`src/hdl/clpm_pkg.sv`:
```
// ----------------------------------------------------------------------------
// clpm_pkg
// shared constants, field positions and command bundle of the complex
// laurent polynomial multiplier
// ----------------------------------------------------------------------------
`default_nettype none

package clpm_pkg;

	// fixed field widths
	localparam int PROD_W     = 42;
	localparam int EXP_W      = 13;
	localparam int START_W    = 11;
	localparam int OUT_DATA_W = ((2 * PROD_W + EXP_W + 7) / 8) * 8;
	localparam int OUT_PAD_W  = OUT_DATA_W - (2 * PROD_W + EXP_W);

	// input tuser bit positions
	localparam int TUSER_REQ_BIT   = 0;
	localparam int TUSER_EMPTY_BIT = 1;

	// request types
	localparam logic REQ_FIRST  = 1'b0;
	localparam logic REQ_SECOND = 1'b1;

	// controller to datapath commands
	typedef struct packed {
		logic wr_a;
		logic wr_b;
		logic ld_start_a;
		logic ld_start_b;
		logic acc_clr;
		logic issue;
		logic load_out;
		logic out_empty;
		logic out_last;
	} cmd_t;

endpackage

`default_nettype wire

```
`src/hdl/clpm_ctrl.sv`:
```
// ----------------------------------------------------------------------------
// clpm_ctrl
// controller: operand loading, term counts and the convolution sequencer
// that walks output index k and inner index i
// ----------------------------------------------------------------------------
`default_nettype none

module clpm_ctrl import clpm_pkg::*; #(
	parameter int MAX_TERMS = 32,
	localparam int IDX_W = $clog2(MAX_TERMS),
	localparam int CNT_W = $clog2(MAX_TERMS + 1),
	localparam int K_W   = $clog2(2 * MAX_TERMS - 1)
) (
	input  wire logic             clk,
	input  wire logic             arst_n,
	input  wire logic             in_valid,
	output logic                  in_ready,
	input  wire logic             in_last,
	input  wire logic [1:0]       in_user,
	output logic                  out_valid,
	input  wire logic             out_ready,
	input  wire logic             pipe_busy,
	output cmd_t                  cmd,
	output logic [IDX_W-1:0]      wr_addr,
	output logic [IDX_W-1:0]      rd_addr_a,
	output logic [IDX_W-1:0]      rd_addr_b,
	output logic [K_W-1:0]        k_idx
);

	localparam int SW = K_W + 1;

	typedef enum logic [4:0] {
		ST_LOAD  = 5'b00001,
		ST_EMPTY = 5'b00010,
		ST_SETUP = 5'b00100,
		ST_ISSUE = 5'b01000,
		ST_DRAIN = 5'b10000
	} state_t;

	state_t           state_q, state_d;
	logic [CNT_W-1:0] first_count_q, second_count_q;
	logic             empty_seen_q, first_done_q, second_started_q;
	logic [K_W-1:0]   k_q;
	logic [IDX_W-1:0] i_q, i_hi_q;
	logic             out_valid_q;

	logic             accept, req, emp, out_free;
	logic [CNT_W-1:0] eff_cnt;
	logic             a_room, b_room, empty_prod;
	logic [SW-1:0]    k_ext, na_ext, nb_ext, kmax;
	logic             k_is_last;
	logic [IDX_W-1:0] i_lo, i_hi;

	assign in_ready   = (state_q == ST_LOAD);
	assign accept     = in_valid & in_ready;
	assign req        = in_user[TUSER_REQ_BIT];
	assign emp        = in_user[TUSER_EMPTY_BIT];
	assign out_free   = !out_valid_q || out_ready;
	assign eff_cnt    = first_done_q ? '0 : first_count_q;
	assign a_room     = eff_cnt < CNT_W'(MAX_TERMS);
	assign b_room     = second_count_q < CNT_W'(MAX_TERMS);
	assign empty_prod = emp || empty_seen_q || (first_count_q == '0);

	assign k_ext     = SW'(k_q);
	assign na_ext    = SW'(first_count_q);
	assign nb_ext    = SW'(second_count_q);
	assign kmax      = na_ext + nb_ext - SW'(2);
	assign k_is_last = (k_ext == kmax);

	// valid range of i for the current k
	assign i_lo = (k_ext >= nb_ext) ? IDX_W'(k_ext - nb_ext + SW'(1)) : '0;
	assign i_hi = (k_ext < na_ext) ? IDX_W'(k_q) : IDX_W'(first_count_q - CNT_W'(1));

	assign wr_addr   = (req == REQ_SECOND) ? IDX_W'(second_count_q) : IDX_W'(eff_cnt);
	assign rd_addr_a = i_q;
	assign rd_addr_b = IDX_W'(k_q - K_W'(i_q));
	assign k_idx     = k_q;
	assign out_valid = out_valid_q;

	always_comb begin
		cmd     = '0;
		state_d = state_q;
		unique case (state_q)
			ST_LOAD: begin
				if (accept) begin
					if (req == REQ_FIRST) begin
						if (!emp) begin
							cmd.ld_start_a = (eff_cnt == '0);
							cmd.wr_a       = a_room;
						end
					end else begin
						if (!emp) begin
							cmd.ld_start_b = !second_started_q;
							cmd.wr_b       = b_room;
						end
						if (emp || in_last) begin
							state_d = empty_prod ? ST_EMPTY : ST_SETUP;
						end
					end
				end
			end
			ST_EMPTY: begin
				if (out_free) begin
					cmd.load_out  = 1'b1;
					cmd.out_empty = 1'b1;
					cmd.out_last  = 1'b1;
					state_d       = ST_LOAD;
				end
			end
			ST_SETUP: begin
				cmd.acc_clr = 1'b1;
				state_d     = ST_ISSUE;
			end
			ST_ISSUE: begin
				cmd.issue = 1'b1;
				if (i_q == i_hi_q) begin
					state_d = ST_DRAIN;
				end
			end
			ST_DRAIN: begin
				if (!pipe_busy && out_free) begin
					cmd.load_out = 1'b1;
					cmd.out_last = k_is_last;
					state_d      = k_is_last ? ST_LOAD : ST_SETUP;
				end
			end
			default: begin
				state_d = ST_LOAD;
			end
		endcase
	end

	always_ff @(posedge clk or negedge arst_n) begin
		if (!arst_n) begin
			state_q          <= ST_LOAD;
			first_count_q    <= '0;
			second_count_q   <= '0;
			empty_seen_q     <= 1'b0;
			first_done_q     <= 1'b0;
			second_started_q <= 1'b0;
			k_q              <= '0;
			i_q              <= '0;
			i_hi_q           <= '0;
			out_valid_q      <= 1'b0;
		end else begin
			state_q <= state_d;

			if (cmd.load_out) begin
				out_valid_q <= 1'b1;
			end else if (out_ready) begin
				out_valid_q <= 1'b0;
			end

			if (accept) begin
				if (req == REQ_FIRST) begin
					if (emp) begin
						first_count_q <= '0;
						empty_seen_q  <= 1'b1;
						first_done_q  <= 1'b1;
					end else begin
						first_count_q <= a_room ? eff_cnt + CNT_W'(1) : eff_cnt;
						empty_seen_q  <= 1'b0;
						first_done_q  <= in_last;
					end
				end else begin
					if (!emp) begin
						second_started_q <= 1'b1;
						if (b_room) begin
							second_count_q <= second_count_q + CNT_W'(1);
						end
					end
					if (emp || in_last) begin
						k_q <= '0;
						if (empty_prod) begin
							first_count_q    <= '0;
							second_count_q   <= '0;
							empty_seen_q     <= 1'b0;
							first_done_q     <= 1'b0;
							second_started_q <= 1'b0;
						end
					end
				end
			end

			if (state_q == ST_SETUP) begin
				i_q    <= i_lo;
				i_hi_q <= i_hi;
			end

			if (state_q == ST_ISSUE && i_q != i_hi_q) begin
				i_q <= i_q + IDX_W'(1);
			end

			if (state_q == ST_DRAIN && cmd.load_out) begin
				if (k_is_last) begin
					first_count_q    <= '0;
					second_count_q   <= '0;
					empty_seen_q     <= 1'b0;
					first_done_q     <= 1'b0;
					second_started_q <= 1'b0;
				end else begin
					k_q <= k_q + K_W'(1);
				end
			end
		end
	end

`ifndef SYNTH
	a_load_idle_pipe: assert property (@(posedge clk) disable iff (!arst_n)
		state_q == ST_LOAD |-> !pipe_busy)
		else $error("input taken while mac pipeline busy");

	a_out_free: assert property (@(posedge clk) disable iff (!arst_n)
		cmd.load_out |-> (!out_valid_q || out_ready))
		else $error("output register overwritten");

	a_i_range: assert property (@(posedge clk) disable iff (!arst_n)
		state_q == ST_ISSUE |-> i_q <= i_hi_q)
		else $error("inner index past its bound");

	a_count_bound: assert property (@(posedge clk) disable iff (!arst_n)
		first_count_q <= CNT_W'(MAX_TERMS) && second_count_q <= CNT_W'(MAX_TERMS))
		else $error("term count beyond store depth");

	a_issue_pipe: assert property (@(posedge clk) disable iff (!arst_n)
		cmd.issue |=> pipe_busy)
		else $error("issued term lost from pipeline");
`endif

endmodule

`default_nettype wire

```
`config.mk`:
```
export PLATFORM = sky130hd
export DESIGN_NAME = clpm_ctrl
export DESIGN_NICKNAME = d
export VERILOG_FILES = /design/src/hdl/clpm_pkg.sv /design/src/hdl/clpm_ctrl.sv
export SDC_FILE = /design/constraint.sdc
export NUM_CORES = 1
export LEC_CHECK = 0
export BUFFER_PORTS_ARGS = -buffer_cell sky130_fd_sc_hd__buf_2
export CAP_MARGIN = 30
export CORE_MARGIN = 2
export CORE_UTILIZATION = 55
export DETAILED_ROUTE_END_ITERATION = 8
export HOLD_SLACK_MARGIN = 0.15
export PLACE_DENSITY = 0.73
export SKIP_CTS_REPAIR_TIMING = 1
export SLEW_MARGIN = 20
export SYNTH_ARGS = -nofsm -noshare
export SYNTH_HDL_FRONTEND = slang
export SYNTH_SLANG_ARGS = --single-unit
```
`constraint.sdc`:
```
create_clock -name clk -period 7.31 [get_ports clk]
set_input_delay 0.3655 -clock clk [delete_from_list [all_inputs] [get_ports clk]]
set_output_delay 0.3655 -clock clk [all_outputs]
set_load 0.05 [all_outputs]
```
==> results.md <==
* Outcome: complete, no violations
* Clock share of power at 23.1%
* RSZ-0062 raised after global routing: no
* CTS tree: built
* Number of routed nets with antenna violations at 0
* Clock sinks at 37
* Starting Density at 57.89%
* CTS Buffer Depth at 2
* Height of the die at 80.60 µm
* Number of vias per cell at 5.887
* Fin. Hold Viols at 0
* Vias in the first global route at 2723
* Synth Cell Area at 3227 µm²
* 1st-iter DRT viols at 197
* Slew margin rel. at 54.51%
* Fin util at 63.77%
* Die W at 80.60 µm
* Cell-internal power at 377.2 µW
* WL per Instance at 16.17 µm
* Cells after synthesis at 377
* Synth-to-Final Area Change at 10.16%
* Gpl congestion at 0.8683
* Synth warn at 0
* Largest net degree at the start of global routing at 38
* Ant. Diodes at 0
* Startpoint types: flip-flop
* Slew Limit Fails at 0
* Crit path max fanout at 8
* Setup TNS at 0 ns
* Share of cells above drive strength 1 at 14.25%
* FFs w/ async S/R, synth at 100.0%
* H-tree levels at 2
* 1st-pass router iterations at 5
* Total GRT Usage at 26.23%
* Site Rows at 27
* Syn nets at 427
* Switch Pwr at 243.8 µW
* Register share of total power at 39.6%
* Distinct cell type count after synthesis at 65
* Crit path cell chain: inv_1 > ha_1 > inv_1 > ha_1 > fa_1 > a21o_1 > a21oi_1 > xnor2_1 > or4_4 > nor2_1 > a21o_1 > buf_2
* Combinational share of power at 37.3%
* Sequential area share after synthesis at 28.73%
* Total number of vias at 2861
* Post-DP HPWL at 5955 µm
* Fill count at 510
* Port bufs at 39
* CTS root buffer: clkbuf_8
* Nets@finish at 463
* DRC viols at 0
* GR Overflow Total at 0
* Worst Clk Skew at 0.008289 ns
* Clk pin slew, worst setup/hold paths at 0.08 ns
* Worst Path Required at 6.94 ns
* Period utilisation layout at 51.23%
* Number of synthesized flops with an enable pin at 0
* Clock Latency Late Sink at 0.30 ns
* CORE AREA at 5574 µm²
* Max VDD drop at 0.0001126 V
* Ports at 40
* Mean Syn Cell Area at 8.559 µm²
* Initial antenna violation count at 0
* Peak Freq at 267.0 MHz
* Element type at the critical path end: primary output
* CP top delay family: adder cells
* CP arrival at 3.38 ns
* Setup violators final at 0
* Critical path's slowest cell: or4_4
* PwrDens at 174.7 nW/µm²
* First-pass GRT wire length at 13080 µm
* Die footprint at 6496 µm²
* Max Cap Viol at 0
* CP peak stage delay at 0.59 ns
* Leak at 0.001744 µW
* Clock buffers created by TritonCTS at 5
* Switching Share at 39.26%
* Final Critical Period at 3.745 ns
* Post-synthesis register bit count at 37
* Worst Hold Class: in -> reg
* Worst Tran Pin Value at 0.6772 ns
* Final WL at 7859 µm
* Buf+Inv Stages, Crit Path at 3
* Most used DFF post-synth: dfrtp_1
* Crit path kind: reg -> out
## layer usage
layer / track usage [%] / vias to the layer above / share of wire [%]
met5: 0 / - / 0
met4: 8.305 / 0 / 2.7
met3: 3.933 / 18 / 5.3
met2: 43.00 / 94 / 47
met1: 35.51 / 1366 / 45
li1: - / 1383 / -
## cell type report
cell class	count	area [µm²]	area share, %
Timing Repair Buffer	41	225.2	6.336
Clock buffer	7	76.32	2.147
Clock inverter	1	5.005	0.1408
Multi-Input combinational cell	286	2073	58.32
Inverter	42	157.7	4.435
Tap cell	72	90.09	2.534
Sequential cell	37	927.1	26.08
## synthesized netlist by cell type (all sizes together), types with 3 or more instances
library cell,count,area [µm²]
o211ai,4,30.03
nand2b,6,37.54
or2,3,18.77
ha,38,475.5
nand4,5,31.28
o21a,3,22.52
o21ai,18,90.08
or3,3,21.27
dfrtp,36,900.9
inv,41,153.9
nor2b,4,32.53
o31ai,5,37.54
a22oi,3,22.52
o22ai,3,18.77
nand3b,5,37.54
fa,4,80.08
xnor2,25,219.0
buf,4,38.78
a21o,8,61.31
xor2,5,43.79
a31oi,3,18.77
nor3,16,80.08
nor2,30,112.6
nand2,23,93.84
nand3,14,70.07
clkbuf,8,30.03
a21oi,25,128.9
## stage by stage
stage | cells | cell area [µm²] | worst slack (ns) | total power, µW | hold slack (ns)
after detailed placement | 476 | 3443 | 3.903 | 477.8 | 0.4948
after CTS | 484 | 3525 | 3.574 | 619.4 | 0.2193
final | 486 | 3555 | 3.565 | 621.0 | 0.3524
after global placement | 476 | 3443 | 4.010 | 471.3 | 0.4841
after global routing | 486 | 3555 | 3.421 | 660.1 | 0.3723
after floorplan | 377 | 3227 | 3.955 | 422.3 | 0.06991
## cell families after synthesis
logic type,after synthesis,share of synthesized area (%)
AOI/OAI and AO/OA,89,18.22
xor gates and xnor gates,30,8.143
adders and majority gates,42,17.22
buffers and inverters,54,7.018
DFF,37,28.73
muxes,2,0.6204
and+or+nand+nor,123,20.05
## sequential cells by signal, summed over array words and instances, names as in the netlist
name / flops
second_started_q: 1
state_q: 5
out_valid: 1
second_count_q: 6
empty_seen_q: 1
i_hi_q: 5
k_idx: 6
rd_addr_a: 5
first_count_q: 6
first_done_q: 1
## worst paths after layout
kind / from / to / slack [ns] / depth (start not counted)
worst max-delay path: second_count_q[1] / cmd[0] / 3.57 / 12
worst min-delay path: out_ready / out_valid / 0.35 / 3
worst max register to register: second_count_q[1] / second_count_q[3] / 4.13 / 11
worst min register to register: i_hi_q[3] / i_hi_q[3] / 0.52 / 2
max in group asynchronous: arst_n / state_q[0] / 6.32 / 3
min in group asynchronous: arst_n / rd_addr_a[4] / 0.48 / 2
## cell usage in the layout, fill, tap and decap left out, drive strengths merged, types with 7 or more instances in the layout
cell and count:
a21oi 25, o21ai 18, inv 41, clkbuf 7, ha 38, a21o 8
nor3 16, nand2 23, xnor2 25, buf 40, dfrtp 36, nor2 30
nand3 14
## power by group through the flow
stage               clock network (µW)  logic, µW  registers [µW]
floorplan                            0        177             245
global placement                     0        223             249
detailed placement                   0        229             249
CTS                                144        230             245
global route                       156        256             248
finish                             143        232             246
## worst min-delay path, cell delays in order
cell,delay (ns)
buf_2,0.08
nand2b_1,0.12
nand2_1,0.05
(Power assumes the default switching activity.)
